**config.mk**
```make
export PLATFORM = sky130hd
export DESIGN_NAME = ptm_ctrl
export DESIGN_NICKNAME = d
export VERILOG_FILES = /design/src/ptm_pkg.sv /design/src/ptm_ctrl.sv
export SDC_FILE = /design/constraint.sdc
export NUM_CORES = 1
export LEC_CHECK = 0
export ABC_AREA = 0
export CAP_MARGIN = 20
export CORE_MARGIN = 3
export CORE_UTILIZATION = 60
export CTS_BUF_LIST = sky130_fd_sc_hd__clkbuf_2 sky130_fd_sc_hd__clkbuf_4 sky130_fd_sc_hd__clkbuf_8
export CTS_CLUSTER_SIZE = 28
export DETAILED_ROUTE_END_ITERATION = 8
export DONT_BUFFER_PORTS = 1
export GPL_TIMING_DRIVEN = 0
export PLACE_DENSITY = 0.79
export REMOVE_ABC_BUFFERS = 1
export SLEW_MARGIN = 20
export SYNTH_ARGS = -nofsm -noshare
export SYNTH_HDL_FRONTEND = slang
export SYNTH_SLANG_ARGS = --single-unit
```
**constraint.sdc**
```tcl
create_clock -name clk -period 4 [get_ports clk]
set_input_delay 0.8 -clock clk [delete_from_list [all_inputs] [get_ports clk]]
set_output_delay 0.8 -clock clk [all_outputs]
set_load 0.02 [all_outputs]
```
**src/ptm_pkg.sv**
```systemverilog
// Shared types, constants and descriptor helpers for the page table mapper.
`timescale 1ns / 1ps

package ptm_pkg;

    // Fixed geometry of the 4KB granule and of the request/result fields
    localparam int TABLE_ENTRIES = 512;
    localparam int IDX_W         = 9;
    localparam int VA_W          = 27;
    localparam int PAGE_W        = 36;
    localparam int ATTR_W        = 3;
    localparam int LEVEL_W       = 2;
    localparam int SLOT_W        = 6;
    localparam int DESC_W        = 64;
    localparam int CFG_IDX_W     = 1;

    // Default pool sizes
    localparam int L2_TABLES_DEF = 16;
    localparam int L3_TABLES_DEF = 64;

    // Configuration register indexes
    localparam logic [CFG_IDX_W-1:0] REG_L2_POOL_BASE = 1'd0;
    localparam logic [CFG_IDX_W-1:0] REG_L3_POOL_BASE = 1'd1;

    // Table level codes
    localparam logic [LEVEL_W-1:0] LVL_L1 = 2'd0;
    localparam logic [LEVEL_W-1:0] LVL_L2 = 2'd1;
    localparam logic [LEVEL_W-1:0] LVL_L3 = 2'd2;

    // Descriptor bit constants
    localparam logic [1:0]        DESC_VALID_TYPE = 2'b11;
    localparam logic [1:0]        DESC_SH_INNER   = 2'b11;

    typedef enum logic [2:0] {
        ST_IDLE,
        ST_READ_L1,
        ST_DECIDE,
        ST_EMIT_L2,
        ST_EMIT_L3
    } ptm_state_t;

    // Read/write strobes toward the child maps
    typedef struct packed {
        logic l1_rd;
        logic l1_wr;
        logic l2_rd;
        logic l2_wr;
    } map_ctrl_t;

    // One descriptor write result
    typedef struct packed {
        logic [LEVEL_W-1:0] level;
        logic [SLOT_W-1:0]  slot;
        logic [IDX_W-1:0]   entry;
        logic [DESC_W-1:0]  desc;
        logic               fresh;
        logic               err;
        logic               last;
    } result_t;

    // Table descriptor: next-level table page, valid + table type
    function automatic logic [DESC_W-1:0] table_desc(input logic [PAGE_W-1:0] page);
        table_desc = {16'h0000, page, 10'h000, DESC_VALID_TYPE};
    endfunction

    // Level-3 page descriptor: AF, inner shareable, AP[2], AttrIndx, XN pair
    function automatic logic [DESC_W-1:0] page_desc(
        input logic [PAGE_W-1:0] pa,
        input logic [ATTR_W-1:0] attr,
        input logic              ro,
        input logic              ex
    );
        page_desc = {9'h000, ~ex, ~ex, 5'h00, pa, 1'b0, 1'b1, DESC_SH_INNER, ro,
                     2'b00, attr, DESC_VALID_TYPE};
    endfunction

endpackage

```
**src/ptm_ctrl.sv**
```systemverilog
// Request sequencer: map lookups, pool allocation and descriptor result register.
`timescale 1ns / 1ps

module ptm_ctrl #(
    parameter int L2_TABLES = ptm_pkg::L2_TABLES_DEF,
    parameter int L3_TABLES = ptm_pkg::L3_TABLES_DEF,
    localparam int L2W      = (L2_TABLES > 1) ? $clog2(L2_TABLES) : 1,
    localparam int L3W      = (L3_TABLES > 1) ? $clog2(L3_TABLES) : 1,
    localparam int L2C      = $clog2(L2_TABLES + 1),
    localparam int L3C      = $clog2(L3_TABLES + 1),
    localparam int L2A      = $clog2(L2_TABLES * ptm_pkg::TABLE_ENTRIES)
) (
    input  logic                        clk,
    input  logic                        rst_n,
    input  logic [ptm_pkg::PAGE_W-1:0]  l2_base,
    input  logic [ptm_pkg::PAGE_W-1:0]  l3_base,
    input  logic                        in_valid,
    output logic                        in_stall,
    input  logic [ptm_pkg::VA_W-1:0]    va_page,
    input  logic [ptm_pkg::PAGE_W-1:0]  pa_page,
    input  logic [ptm_pkg::ATTR_W-1:0]  attr_index,
    input  logic                        read_only,
    input  logic                        executable,
    output logic                        out_valid,
    input  logic                        out_stall,
    output ptm_pkg::result_t            result,
    output ptm_pkg::map_ctrl_t          mctl,
    output logic [ptm_pkg::IDX_W-1:0]   l1_rd_addr,
    output logic [ptm_pkg::IDX_W-1:0]   l1_wr_addr,
    output logic [L2W:0]                l1_wr_data,
    output logic [L2A-1:0]              l2_rd_addr,
    output logic [L2A-1:0]              l2_wr_addr,
    output logic [L3W:0]                l2_wr_data,
    input  logic [L2W:0]                l1_rd_data,
    input  logic [L3W:0]                l2_rd_data,
    input  logic                        clear_busy
);

    localparam int IW = ptm_pkg::IDX_W;
    localparam int SW = (L2W > L3W) ? ((L2W > ptm_pkg::SLOT_W) ? L2W : ptm_pkg::SLOT_W)
                                    : ((L3W > ptm_pkg::SLOT_W) ? L3W : ptm_pkg::SLOT_W);

    ptm_pkg::ptm_state_t state_reg, state_next;

    // captured request
    logic [ptm_pkg::VA_W-1:0]   va_reg;
    logic [ptm_pkg::PAGE_W-1:0] pa_reg;
    logic [ptm_pkg::ATTR_W-1:0] attr_reg;
    logic                       ro_reg;
    logic                       ex_reg;

    // decision held for the later results
    logic           new_l2_reg, new_l3_reg;
    logic [L2W-1:0] s2_reg;
    logic [L3W-1:0] s3_reg;

    logic [L2C-1:0] l2_used_reg, l2_used_next;
    logic [L3C-1:0] l3_used_reg, l3_used_next;

    logic             out_valid_reg;
    ptm_pkg::result_t out_data_reg;

    logic accept, out_free, fire, load;
    logic dec_new_l2, dec_new_l3, dec_err;
    logic [L2W-1:0] dec_s2, sel_s2;
    logic [L3W-1:0] dec_s3, sel_s3;
    logic           sel_new_l2, sel_new_l3;
    logic [SW-1:0]  s2_wide, s3_wide;
    logic [L2W+IW-1:0] l2_rd_full, l2_wr_full;
    ptm_pkg::result_t res, res_l1, res_l2, res_l3, res_err;

    assign accept   = in_valid && !in_stall;
    assign out_free = !out_valid_reg || !out_stall;
    assign fire     = (state_reg == ptm_pkg::ST_DECIDE) && out_free;

    // Lookup results, valid in DECIDE
    assign dec_new_l2 = !l1_rd_data[L2W];
    assign dec_new_l3 = dec_new_l2 || !l2_rd_data[L3W];
    assign dec_s2     = dec_new_l2 ? L2W'(l2_used_reg) : l1_rd_data[L2W-1:0];
    assign dec_s3     = dec_new_l3 ? L3W'(l3_used_reg) : l2_rd_data[L3W-1:0];
    assign dec_err    = (dec_new_l2 && (l2_used_reg == L2C'(L2_TABLES)))
                     || (dec_new_l3 && (l3_used_reg == L3C'(L3_TABLES)));

    assign sel_s2     = (state_reg == ptm_pkg::ST_DECIDE) ? dec_s2 : s2_reg;
    assign sel_s3     = (state_reg == ptm_pkg::ST_DECIDE) ? dec_s3 : s3_reg;
    assign sel_new_l2 = (state_reg == ptm_pkg::ST_DECIDE) ? dec_new_l2 : new_l2_reg;
    assign sel_new_l3 = (state_reg == ptm_pkg::ST_DECIDE) ? dec_new_l3 : new_l3_reg;
    assign s2_wide    = SW'(sel_s2);
    assign s3_wide    = SW'(sel_s3);

    // Candidate results
    always_comb begin
        res_l1       = '0;
        res_l1.level = ptm_pkg::LVL_L1;
        res_l1.entry = va_reg[3*IW-1:2*IW];
        res_l1.desc  = ptm_pkg::table_desc(l2_base + ptm_pkg::PAGE_W'({sel_s2, 1'b0}));

        res_l2       = '0;
        res_l2.level = ptm_pkg::LVL_L2;
        res_l2.slot  = s2_wide[ptm_pkg::SLOT_W-1:0];
        res_l2.entry = va_reg[2*IW-1:IW];
        res_l2.desc  = ptm_pkg::table_desc(l3_base + ptm_pkg::PAGE_W'(sel_s3));
        res_l2.fresh = sel_new_l2;

        res_l3       = '0;
        res_l3.level = ptm_pkg::LVL_L3;
        res_l3.slot  = s3_wide[ptm_pkg::SLOT_W-1:0];
        res_l3.entry = va_reg[IW-1:0];
        res_l3.desc  = ptm_pkg::page_desc(pa_reg, attr_reg, ro_reg, ex_reg);
        res_l3.fresh = sel_new_l3;
        res_l3.last  = 1'b1;

        res_err      = '0;
        res_err.err  = 1'b1;
        res_err.last = 1'b1;
    end

    assign l2_rd_full = {l1_rd_data[L2W-1:0], va_reg[2*IW-1:IW]};
    assign l2_wr_full = {dec_s2, va_reg[2*IW-1:IW]};

    // Next state
    always_comb begin
        state_next = state_reg;
        unique case (state_reg)
            ptm_pkg::ST_IDLE: begin
                if (accept) begin
                    state_next = ptm_pkg::ST_READ_L1;
                end
            end
            ptm_pkg::ST_READ_L1: begin
                state_next = ptm_pkg::ST_DECIDE;
            end
            ptm_pkg::ST_DECIDE: begin
                if (out_free) begin
                    priority if (dec_err) begin
                        state_next = ptm_pkg::ST_IDLE;
                    end else if (dec_new_l2) begin
                        state_next = ptm_pkg::ST_EMIT_L2;
                    end else if (dec_new_l3) begin
                        state_next = ptm_pkg::ST_EMIT_L3;
                    end else begin
                        state_next = ptm_pkg::ST_IDLE;
                    end
                end
            end
            ptm_pkg::ST_EMIT_L2: begin
                if (out_free) begin
                    state_next = ptm_pkg::ST_EMIT_L3;
                end
            end
            ptm_pkg::ST_EMIT_L3: begin
                if (out_free) begin
                    state_next = ptm_pkg::ST_IDLE;
                end
            end
            default: begin
                state_next = ptm_pkg::ST_IDLE;
            end
        endcase
    end

    // Outputs: map strobes, result selection
    always_comb begin
        mctl       = '0;
        load       = 1'b0;
        res        = res_l3;
        in_stall   = (state_reg != ptm_pkg::ST_IDLE) || clear_busy;
        l1_rd_addr = va_page[3*IW-1:2*IW];
        l1_wr_addr = va_reg[3*IW-1:2*IW];
        l1_wr_data = {1'b1, dec_s2};
        l2_rd_addr = l2_rd_full[L2A-1:0];
        l2_wr_addr = l2_wr_full[L2A-1:0];
        l2_wr_data = {1'b1, dec_s3};
        unique case (state_reg)
            ptm_pkg::ST_IDLE: begin
                mctl.l1_rd = accept;
            end
            ptm_pkg::ST_READ_L1: begin
                mctl.l2_rd = 1'b1;
            end
            ptm_pkg::ST_DECIDE: begin
                load = out_free;
                priority if (dec_err) begin
                    res = res_err;
                end else if (dec_new_l2) begin
                    res = res_l1;
                end else if (dec_new_l3) begin
                    res = res_l2;
                end else begin
                    res = res_l3;
                end
                mctl.l1_wr = fire && !dec_err && dec_new_l2;
                mctl.l2_wr = fire && !dec_err && dec_new_l3;
            end
            ptm_pkg::ST_EMIT_L2: begin
                load = out_free;
                res  = res_l2;
            end
            ptm_pkg::ST_EMIT_L3: begin
                load = out_free;
                res  = res_l3;
            end
            default: begin
                load = 1'b0;
            end
        endcase
    end

    always_comb begin
        l2_used_next = l2_used_reg;
        l3_used_next = l3_used_reg;
        if (fire && !dec_err) begin
            l2_used_next = l2_used_reg + L2C'(dec_new_l2);
            l3_used_next = l3_used_reg + L3C'(dec_new_l3);
        end
    end

    always_ff @(posedge clk or negedge rst_n) begin
        if (!rst_n) begin
            state_reg     <= ptm_pkg::ST_IDLE;
            l2_used_reg   <= '0;
            l3_used_reg   <= '0;
            out_valid_reg <= 1'b0;
        end else begin
            state_reg   <= state_next;
            l2_used_reg <= l2_used_next;
            l3_used_reg <= l3_used_next;
            if (load) begin
                out_valid_reg <= 1'b1;
            end else if (!out_stall) begin
                out_valid_reg <= 1'b0;
            end
        end
    end

    // payload
    always_ff @(posedge clk) begin
        if (accept) begin
            va_reg   <= va_page;
            pa_reg   <= pa_page;
            attr_reg <= attr_index;
            ro_reg   <= read_only;
            ex_reg   <= executable;
        end
        if (fire) begin
            new_l2_reg <= dec_new_l2;
            new_l3_reg <= dec_new_l3;
            s2_reg     <= dec_s2;
            s3_reg     <= dec_s3;
        end
        if (load) begin
            out_data_reg <= res;
        end
    end

    assign out_valid = out_valid_reg;
    assign result    = out_data_reg;

    a_accept_starts_lookup: assert property (@(posedge clk) disable iff (!rst_n)
        accept |=> (state_reg == ptm_pkg::ST_READ_L1))
        else $error("accepted request did not start the map lookup");

    a_no_write_while_clearing: assert property (@(posedge clk) disable iff (!rst_n)
        clear_busy |-> !(mctl.l1_wr || mctl.l2_wr))
        else $error("map write during clearing sweep");

    a_error_keeps_pools: assert property (@(posedge clk) disable iff (!rst_n)
        (fire && dec_err) |=> ($stable(l2_used_reg) && $stable(l3_used_reg)))
        else $error("pool counter moved on an exhausted-pool request");

    a_pools_bounded: assert property (@(posedge clk) disable iff (!rst_n)
        (l2_used_reg <= L2C'(L2_TABLES)) && (l3_used_reg <= L3C'(L3_TABLES)))
        else $error("pool counter beyond pool size");

    a_last_ends_request: assert property (@(posedge clk) disable iff (!rst_n)
        (load && res.last) |=> (state_reg == ptm_pkg::ST_IDLE))
        else $error("final result loaded but sequencer not idle");

endmodule

```
==> flow_metrics.py, run 1 <==
metrics = {
    "clock_network": {
        "cts-root-buf": "clkbuf_8",
        "clkSinkCount": 158,
        "clk_latency_ps": 470,
        "cts_tree": "built",
        "clkTransAtPathRegs_ps": 100,
        "cts_htree_levels": 4,
        "cts_buffers": 17,
        "cts_buffer_depth": 2,
    },
    "finish": {
        "area_delta_synth_final_pct": 5.00,
        "final_cells": 997,
        "final_nets": 971,
        "largest_reg_flops": 62,
        "drive_above_1_share": 0.106,
    },
    "critical_path": {
        "path_max_fanout": 48,
        "worstPathCellList": "inv_1, ha_1, a21oi_1, a21oi_1, ha_1, fa_1, a211oi_2, nor2_4, a211o_1, and3_1, o21ai_0, a21oi_1, a221o_1",
        "r2r-end": "result[26]$_DFFE_PP_",
        "worstReg2RegStart": "state_reg[2]$_DFFE_PN0P_",
        "worstSetupStartpointType": "input pin",
        "worstRegToRegCells": 12,
        "required_ps": 4220,
        "critPathKind": "input pin to flip-flop",
        "slowest_delay_ps": 440,
        "crit_top_cell": "a21oi_1",
        "r2r_slack_ps": 230,
        "cp_slowest_cell": "fa_1",
        "endpoint_kind": "flip-flop",
        "critPathArrivalTime_ps": 4180,
        "worstSetupStartpoint": "l1_rd_data[4]",
    },
    "placement": {
        "routabilityCongestion": 0.915,
        "io_buffers": 0,
        "dp_hpwl_um": 18600,
        "place_inst": 953,
    },
    "sta": {
        "worst_pin_slew_ps": 1110,
        "slew_violations": 0,
        "hold_violations": 0,
        "rsz0062_at_grt": "false",
        "setup-violations-final": 0,
        "setup_tns_ps": 0,
        "fmax_mhz": 252,
        "skew_ps": 18.3,
        "finalCritPeriodShare": 0.992,
        "final.min_clock_period_ps": 3970,
        "whs_ps": 420,
        "slew_headroom": 0.259,
    },
    "pwr": {
        "power_mw": 7.36,
        "leakagePower_nw": 3.36,
        "powerDensity_nw_per_um2": 776,
        "ir_drop_mv": 0.491,
    },
    "route": {
        "num_vias": 6879,
        "routed-wl-met2_um": 13600,
        "vias_per_cell": 6.90,
        "drtAntennaViolNets": 0,
        "drt_iter0_drc": 779,
        "dr_wl_met3_um": 3100,
        "drc": 0,
        "drt-total-wl_um": 27500,
        "met1_length_um": 9810,
        "wl_per_cell_um": 27.5,
        "firstDrtPassIters": 7,
        "dr.max_layer_used": "met4",
    },
    "global_routing": {
        "grt_pass1_vias": 6881,
        "grt_overflow_total": 0,
        "antenna_found_initial": 2,
        "grt_usage": 0.324,
        "grt_max_degree": 49,
        "grt_pass1_wl_um": 39900,
    },
    "hold_path": {
        "worstHoldEndpoint": "pa_reg[18]$_DFFE_PP_",
        "min_from": "pa_page[18]",
        "hp-class": "input pin to flip-flop",
        "hold_depth": 0,
    },
    "synthesis": {
        "ys_types": 71,
        "syn_avg_cell_area_um2": 10.8,
        "syn_inst": 836,
        "synth_edf_count": 142,
        "async_flop_share": 0.101,
        "syn_area_um2": 9030,
        "ys_seq_area_frac": 0.517,
        "ys_ff_latch": 158,
        "synthFlopType": "edfxtp_1",
        "yosys_warnings": 0,
    },
    "floorplanning": {
        "io_pins": 303,
        "num_rows": 44,
        "die_h_um": 129,
        "die-area_um2": 16600,
        "die_w_um": 129,
        "start_util": 0.616,
        "design.core.area_um2": 14600,
    },
    "run": {
        "maxCapViolCount": 0,
    },
    "status": {
        "status": "completed",
    },
}
==> placed cells by master, fill, tap and decap left out, types with 5 or more instances in the layout <==
cell type    n
a211oi_1     7
mux2i_1     14
and2_1      10
mux2_2       8
inv_1       30
xor2_1      30
nor3_1      19
nand3_1     26
dfrtp_1     14
a21o_1       7
a21oi_1     41
nand4_1     25
conb_1      19
nor2_1      53
a22oi_1     18
xnor2_1     41
o211ai_1     5
edfxtp_1   142
clkbuf_8    17
nor2_4       7
a221o_1      5
o21ai_0     43
nand2_1     74
and3_1      11
ha_1        15
buf_4        5
o221ai_1    17
inv_8        5
a32oi_1      5
==> logic make-up after synthesis <==
group / after synthesis / share of synthesized area
xor gates and xnor gates: 71 / 0.0689
buffers and inverters: 122 / 0.0778
and+or+nand+nor: 257 / 0.144
other: 2 / 0.000832
adders and majority gates: 17 / 0.0252
DFF: 158 / 0.517
AOI/OAI and AO/OA: 187 / 0.141
muxes: 22 / 0.0255
==> synth_stat cells (all sizes together) (5+ instances only) <==
cell    number  area, µm²
a211oi       8       60.1
a21o         7       52.6
a21oi       42        210
a221o        5       50.1
a22oi       18        135
a32oi        5       43.8
and2        11       71.3
and3        12       75.1
buf         69        495
clkbuf      20       75.1
dfrtp       16        400
edfxtp     142       4260
ha          15        188
inv         33        131
mux2         8       90.1
mux2i       14        140
nand2       74        278
nand3       29        168
nand4       25        156
nor2        61        246
nor3        21        110
o211ai       5       37.5
o21ai       48        240
o221ai      17        149
xnor2       41        359
xor2        30        263
==> critical path, delay by kind of cell <==
kind	cells	cell delay (ps)
compound gates	7	1640
fa+ha+maj	3	1060
buf+inv	1	290
simple gates	2	370
==> final cells by class <==
type	count	area (µm²)
Antenna cell	3	7.51
Clock inverter	15	220
Fill cell	1155	5160
Sequential cell	158	4670
Clock buffer	17	234
Timing Repair Buffer	11	160
Tap cell	184	230
Inverter	33	134
Multi-Input combinational cell	576	3830
==> through the flow <==
stage	setup slack (ps)	instance area [µm²]	utilization
2_1_floorplan	-681	8520	-
3_3_place_gp	-2370	8750	0.598
3_5_place_dp	-900	8890	0.607
4_1_cts	13.6	9400	0.642
5_1_grt	17.1	9480	0.647
6_report	33.9	9480	0.647
==> worst max-delay path by stage <==
stage / to / slack (ps) / cells past startpoint
final: result[26]$_DFFE_PP_ / 30 / 13
after global routing: result[26]$_DFFE_PP_ / 20 / 13
after CTS: result[50]$_DFFE_PP_ / 10 / 13
after detailed placement: result[50]$_DFFE_PP_ / -900 / 13
after global placement: result[50]$_DFFE_PP_ / -2370 / 13
after floorplan: result[26]$_DFFE_PP_ / -680 / 12
==> metal layers <==
layer / vias to the layer above / global-route usage
met5: - / 0
met4: 0 / 0.147
met3: 71 / 0.112
met2: 483 / 0.530
met1: 3361 / 0.387
li1: 2964 / -
==> where the power goes <==
| group | internal [mW] | total (mW) | leakage [nW] | switching, mW |
|---|---|---|---|---|
| sequential | 2.53 | 3.27 | 1.52 | 0.747 |
| combinational | 0.937 | 2.70 | 1.61 | 1.77 |
| clock | 0.703 | 1.38 | 0.227 | 0.681 |
| total | 4.17 | 7.36 | 3.36 | 3.19 |
==> what timing repair did <==
| item | 4_1_cts | 5_1_grt |
|---|---|---|
| cloned | 3 | 0 |
| hold endpoints to repair | 14 | 2 |
| setup buffers | 0 | 4 |
| pin swaps | 1 | 1 |
| hold buffers | 1 | 1 |
| gates resized for setup | 6 | 7 |
| endpoints found under the setup margin | 33 | 25 |
Note: power is estimated with default switching activity, not from simulation.
==> inputs of run 2 (changes only) <==
CELL_PAD_IN_SITES_DETAIL_PLACEMENT = 2   (was not set)
CELL_PAD_IN_SITES_GLOBAL_PLACEMENT = 2   (was not set)
CORE_UTILIZATION = 37   (was 60)
PLACE_DENSITY = not set   (was 0.79)
PLACE_DENSITY_LB_ADDON = 0.1   (was not set)
==> run 2 against run 1 <==
  * Clock power down 13%
  * Register-to-register slack better by 70 ps
  * Critical path type unchanged
  * Largest power group unchanged
  * Worst hold slack worse by 17 ps
==> flow_metrics.py, run 2 (synthesized netlist as in run 1, its figures left out) <==
metrics = {
    "clock_network": {
        "cts_buffer_depth": 2,
        "cts_buffers": 17,
        "cts_tree": "built",
        "clk_latency_ps": 480,
        "clkSinkCount": 158,
        "cts-root-buf": "clkbuf_8",
        "clkTransAtPathRegs_ps": 110,
        "cts_htree_levels": 4,
    },
    "sta": {
        "skew_ps": 21.2,
        "hold_violations": 0,
        "whs_ps": 403,
        "slew_headroom": 0.239,
        "setup-violations-final": 0,
        "slew_violations": 0,
        "worst_pin_slew_ps": 1140,
        "setup_tns_ps": 0,
        "final.min_clock_period_ps": 3770,
        "rsz0062_at_grt": "false",
        "fmax_mhz": 265,
        "finalCritPeriodShare": 0.942,
    },
    "route": {
        "drt-total-wl_um": 33800,
        "wl_per_cell_um": 29.7,
        "num_vias": 6779,
        "drt_iter0_drc": 466,
        "firstDrtPassIters": 5,
        "drtAntennaViolNets": 0,
        "vias_per_cell": 5.96,
        "drc": 0,
    },
    "critical_path": {
        "worstPathCellList": "and2_4, inv_8, a21o_1, mux2_2, ha_1, inv_1, fa_1, nor2b_1, o2111a_1, or2_4, nand4_1, xor2_1, o22ai_1, a221o_1",
        "cp_top_family": "compound AO/OA/AOI/OAI gates",
        "cp_slowest_cell": "fa_1",
        "worstReg2RegStart": "state_reg[2]$_DFFE_PN0P_",
        "worstRegToRegCells": 12,
        "path_max_fanout": 48,
        "critPathKind": "input pin to flip-flop",
        "slowest_delay_ps": 390,
        "endpoint_kind": "flip-flop",
        "worstSetupStartpointType": "input pin",
        "critPathArrivalTime_ps": 4000,
        "r2r-end": "result[39]$_DFFE_PP_",
        "r2r_slack_ps": 300,
        "path_buf_inv": 2,
        "required_ps": 4230,
    },
    "floorplanning": {
        "start_util": 0.380,
        "die-area_um2": 26300,
        "design.core.area_um2": 23800,
        "die_w_um": 162,
        "die_h_um": 162,
        "io_pins": 303,
        "num_rows": 56,
    },
    "global_routing": {
        "grt_pass1_vias": 7575,
        "grt_overflow_total": 0,
        "grt_usage": 0.252,
        "antenna_found_initial": 2,
        "grt_pass1_wl_um": 48800,
        "grt_max_degree": 49,
    },
    "placement": {
        "routabilityCongestion": 0.867,
        "dp_hpwl_um": 23500,
        "place_inst": 1090,
        "io_buffers": 0,
        "placed_area_um2": 9090,
    },
    "finish": {
        "final_cells": 1138,
        "design_area_um2": 9640,
        "area_delta_synth_final_pct": 6.82,
        "final_nets": 978,
        "multi_input_area_um2": 3830,
        "final_cell_mix": "edfxtp_1 (142), nand2_1 (74), nor2_1 (52)",
        "nFillCells": 2488,
        "seq_area_um2": 4670,
        "drive_above_1_share": 0.120,
        "largest_reg_flops": 62,
        "final_common_cell": "edfxtp_1",
    },
    "pwr": {
        "powerDensity_nw_per_um2": 767,
        "leakagePower_nw": 3.35,
        "ir_drop_mv": 0.377,
    },
    "hold_path": {
        "worstHoldEndpoint": "pa_reg[24]$_DFFE_PP_",
        "min_from": "pa_page[24]",
        "hold_depth": 0,
        "hp-class": "input pin to flip-flop",
    },
    "status": {
        "status": "completed",
    },
    "run": {
        "maxCapViolCount": 0,
    },
}
## run 2: worst max path at each step
stage,start,to,cells after the start
2_1_floorplan,state_reg[2]$_DFFE_PN0P_,result[26]$_DFFE_PP_,12
3_3_place_gp,state_reg[2]$_DFFE_PN0P_,mctl[2],5
3_5_place_dp,state_reg[2]$_DFFE_PN0P_,result[50]$_DFFE_PP_,13
4_1_cts,state_reg[1]$_DFFE_PN0P_,result[26]$_DFFE_PP_,12
5_1_grt,l1_rd_data[4],result[27]$_DFFE_PP_,14
6_report,l1_rd_data[4],result[27]$_DFFE_PP_,14
## run 2: repair_timing
item                                   in CTS  in global routing
hold buffers                                1                  0
endpoints found under the hold margin      16                  0
gates cloned                                3                  1
resized for setup                           9                  5
setup endpoints to repair                  43                 26
pin swaps                                   2                  1
setup buffers                               3                  6
## run 2: power breakdown
group | internal [mW] | switching [mW] | leakage, nW | total, mW
Sequential | 2.53 | 0.777 | 1.52 | 3.30
Clock | 0.473 | 0.729 | 0.189 | 1.20
Combinational | 0.978 | 1.91 | 1.64 | 2.89
Total | 3.98 | 3.42 | 3.35 | 7.39
## run 2: routing by layer
layer,global-route usage,up-vias,wire (µm)
li1,-,2968,-
met1,0.303,3467,13900
met2,0.424,308,16400
met3,0.0961,36,2870
met4,0.0737,0,608
met5,0,-,0
## run 2: area by class of cell
type	count	share of cell area
Inverter	33	0.0143
Timing Repair Buffer	17	0.0227
Sequential cell	158	0.484
Antenna cell	2	0.000519
Tap cell	319	0.0414
Multi-Input combinational cell	577	0.397
Clock inverter	14	0.0147
Clock buffer	18	0.0250
## run 2: metrics by stage
step                      total power, mW  setup WS (ps)   util
after floorplan                      4.91           -681      -
after global placement               5.74          -2670  0.376
after detailed placement             6.00          -1150  0.383
after CTS                            7.38           11.3  0.403
after global routing                 7.79            136  0.406
final                                7.39            231  0.406
==> inputs of run 3 (changes only) <==
RECOVER_POWER = 50   (was not set)
==> run 3 against run 2 <==
  * The flow now finishes with violations (max-capacitance violations, max-slew violations)
  * Fmax about the same
  * Sequential power is essentially flat
  * Global-route usage unchanged
  * Clock power about the same
  * First-iteration DRC count down 5.6%
  * Total power fell by 0.27%
  * Die area unchanged
  * Via count increased by 0.30%
  * Final cell count did not move
  * Highest routed layer unchanged
==> flow_metrics.py, run 3 (synthesized netlist as in run 1, its figures left out) <==
metrics = {
    "pwr": {
        "leakagePower_nw": 3.34,
        "p_comb_frac": 0.389,
        "switchingPower_mw": 3.40,
        "netSwitchingFraction": 0.461,
        "powerDensity_nw_per_um2": 766,
        "ir_drop_mv": 0.376,
        "p_seq_frac": 0.448,
        "power.share.clock": 0.163,
        "intPower_mw": 3.97,
    },
    "clock_network": {
        "clk_latency_ps": 480,
        "cts_tree": "built",
        "cts_htree_levels": 4,
        "clkSinkCount": 158,
        "cts_buffers": 17,
        "cts_buffer_depth": 2,
        "clkTransAtPathRegs_ps": 120,
        "cts-root-buf": "clkbuf_8",
    },
    "finish": {
        "seq_area_um2": 4670,
        "nFillCells": 2490,
        "final_nets": 978,
        "final_common_cell": "edfxtp_1",
        "area_delta_synth_final_pct": 6.63,
        "final_cell_mix": "edfxtp_1 (142), nand2_1 (74), nor2_1 (52)",
        "largest_reg_flops": 62,
        "final_core_util": 0.405,
        "drive_above_1_share": 0.115,
        "multi_input_area_um2": 3820,
    },
    "route": {
        "drc": 0,
        "num_vias": 6799,
        "firstDrtPassIters": 5,
        "drtAntennaViolNets": 0,
        "drt_iter0_drc": 440,
        "wl_per_cell_um": 29.7,
        "drt-total-wl_um": 33700,
        "vias_per_cell": 5.97,
    },
    "critical_path": {
        "worstSetupStartpoint": "l1_rd_data[4]",
        "path_max_fanout": 48,
        "required_ps": 4230,
        "critPathKind": "input pin to flip-flop",
        "worstPathCellList": "and2_4, inv_8, a21o_1, mux2_2, ha_1, inv_1, fa_1, nor2b_1, o2111a_1, or2_4, nand4_1, xor2_1, o22ai_1, a221o_1",
        "worstReg2RegStart": "state_reg[1]$_DFFE_PN0P_",
        "critPathArrivalTime_ps": 4000,
        "cp_slowest_cell": "fa_1",
        "endpoint_kind": "flip-flop",
        "slowest_delay_ps": 390,
        "worstSetupStartpointType": "input pin",
    },
    "hold_path": {
        "min_from": "pa_page[24]",
        "hp-class": "input pin to flip-flop",
    },
    "sta": {
        "setup-violations-final": 0,
        "worst_pin_slew_ps": 1810,
        "slew_violations": 31,
        "rsz0062_at_grt": "false",
        "skew_ps": 21.6,
        "whs_ps": 403,
        "fmax_mhz": 265,
        "final.min_clock_period_ps": 3770,
        "slew_headroom": -0.216,
        "hold_violations": 0,
        "finalCritPeriodShare": 0.943,
    },
    "status": {
        "status": "complete, but fails checks",
        "violations": "max-capacitance violations, max-slew violations",
    },
    "global_routing": {
        "grt_pass1_wl_um": 48800,
        "grt_max_degree": 49,
        "antenna_found_initial": 2,
        "grt_pass1_vias": 7575,
        "grt_overflow_total": 0,
        "grt_usage": 0.252,
    },
    "placement": {
        "io_buffers": 0,
        "routabilityCongestion": 0.867,
        "dp_hpwl_um": 23500,
    },
    "floorplanning": {
        "die_w_um": 162,
        "design.core.area_um2": 23800,
        "die_h_um": 162,
        "num_rows": 56,
        "io_pins": 303,
        "die-area_um2": 26300,
        "start_util": 0.380,
    },
    "run": {
        "maxCapViolCount": 1,
    },
}
run 3: changes by cell type in the layout (fill, tap and decap cells not counted), sizes merged:
cell and delta:
buf -2, clkbuf +2, clkinvlp +1, inv -1
run 3: timing repair:
action,in CTS,in global routing
hold buffers,1,0
buffers inserted,3,6
pin swaps,2,1
hold endpoints to repair,16,0
gates cloned,3,1
resized for setup,9,5
endpoints found under the setup margin,43,26
run 3: final timing paths:
check	depth (start not counted)	to	slack, ps
max in group asynchronous	1	state_reg[0]$_DFFE_PN0P_	2610
min	0	pa_reg[24]$_DFFE_PP_	400
max reg2reg	12	result[26]$_DFFE_PP_	250
max	14	result[27]$_DFFE_PP_	230
min in group asynchronous	1	l3_used_reg[6]$_DFFE_PN0P_	850
min reg2reg	1	l3_used_reg[6]$_DFFE_PN0P_	490
run 3: per-stage QoR:
stage                     instances  setup WS (ps)  setup TNS, ps  power [mW]  cell area [µm²]
after floorplan                 764           -681         -19240        4.91             8520
after global placement         1083          -2670        -299830        5.74             8920
after detailed placement       1090          -1150         -23630        6.00             9090
after CTS                      1129           11.3              0        7.38             9570
after global routing           1138           72.2              0        7.79             9630
final                          1138            229              0        7.37             9630
run 3: power groups by stage:
stage | Clock (mW) | Combinational [mW] | Sequential [mW]
2_1_floorplan | 0 | 1.71 | 3.19
3_3_place_gp | 0 | 2.40 | 3.34
3_5_place_dp | 0 | 2.68 | 3.32
4_1_cts | 1.23 | 2.84 | 3.31
5_1_grt | 1.29 | 3.13 | 3.37
6_report | 1.20 | 2.87 | 3.30
run 3: worst max-delay path: cells and delay by family:
kind	cells	cell delay (ps)
AO/OA/AOI/OAI	4	1000
multiplexers	1	210
XOR/XNOR	1	240
AND/OR/NAND/NOR	4	810
buffers and inverters	2	300
adder cells (fa/ha/maj)	2	580
run 3: final cells by class:
class / instances / share of cell area
flip-flops and latches: 158 / 0.485
multi-input cells: 577 / 0.397
well taps: 319 / 0.0415
clock buffers: 18 / 0.0251
repair buffers: 17 / 0.0224
clock inverters: 14 / 0.0147
inverters: 33 / 0.0142
diodes: 2 / 0.000520
run 3: routing by layer:
layer  global-route usage  vias to the layer above  routed length, µm  share of wire
met5                    0                        -                  0              0
met4               0.0737                        0                672          0.020
met3               0.0961                       42               3020          0.090
met2                0.424                      334              16500           0.49
met1                0.303                     3451              13600           0.40
li1                     -                     2972                  -              -
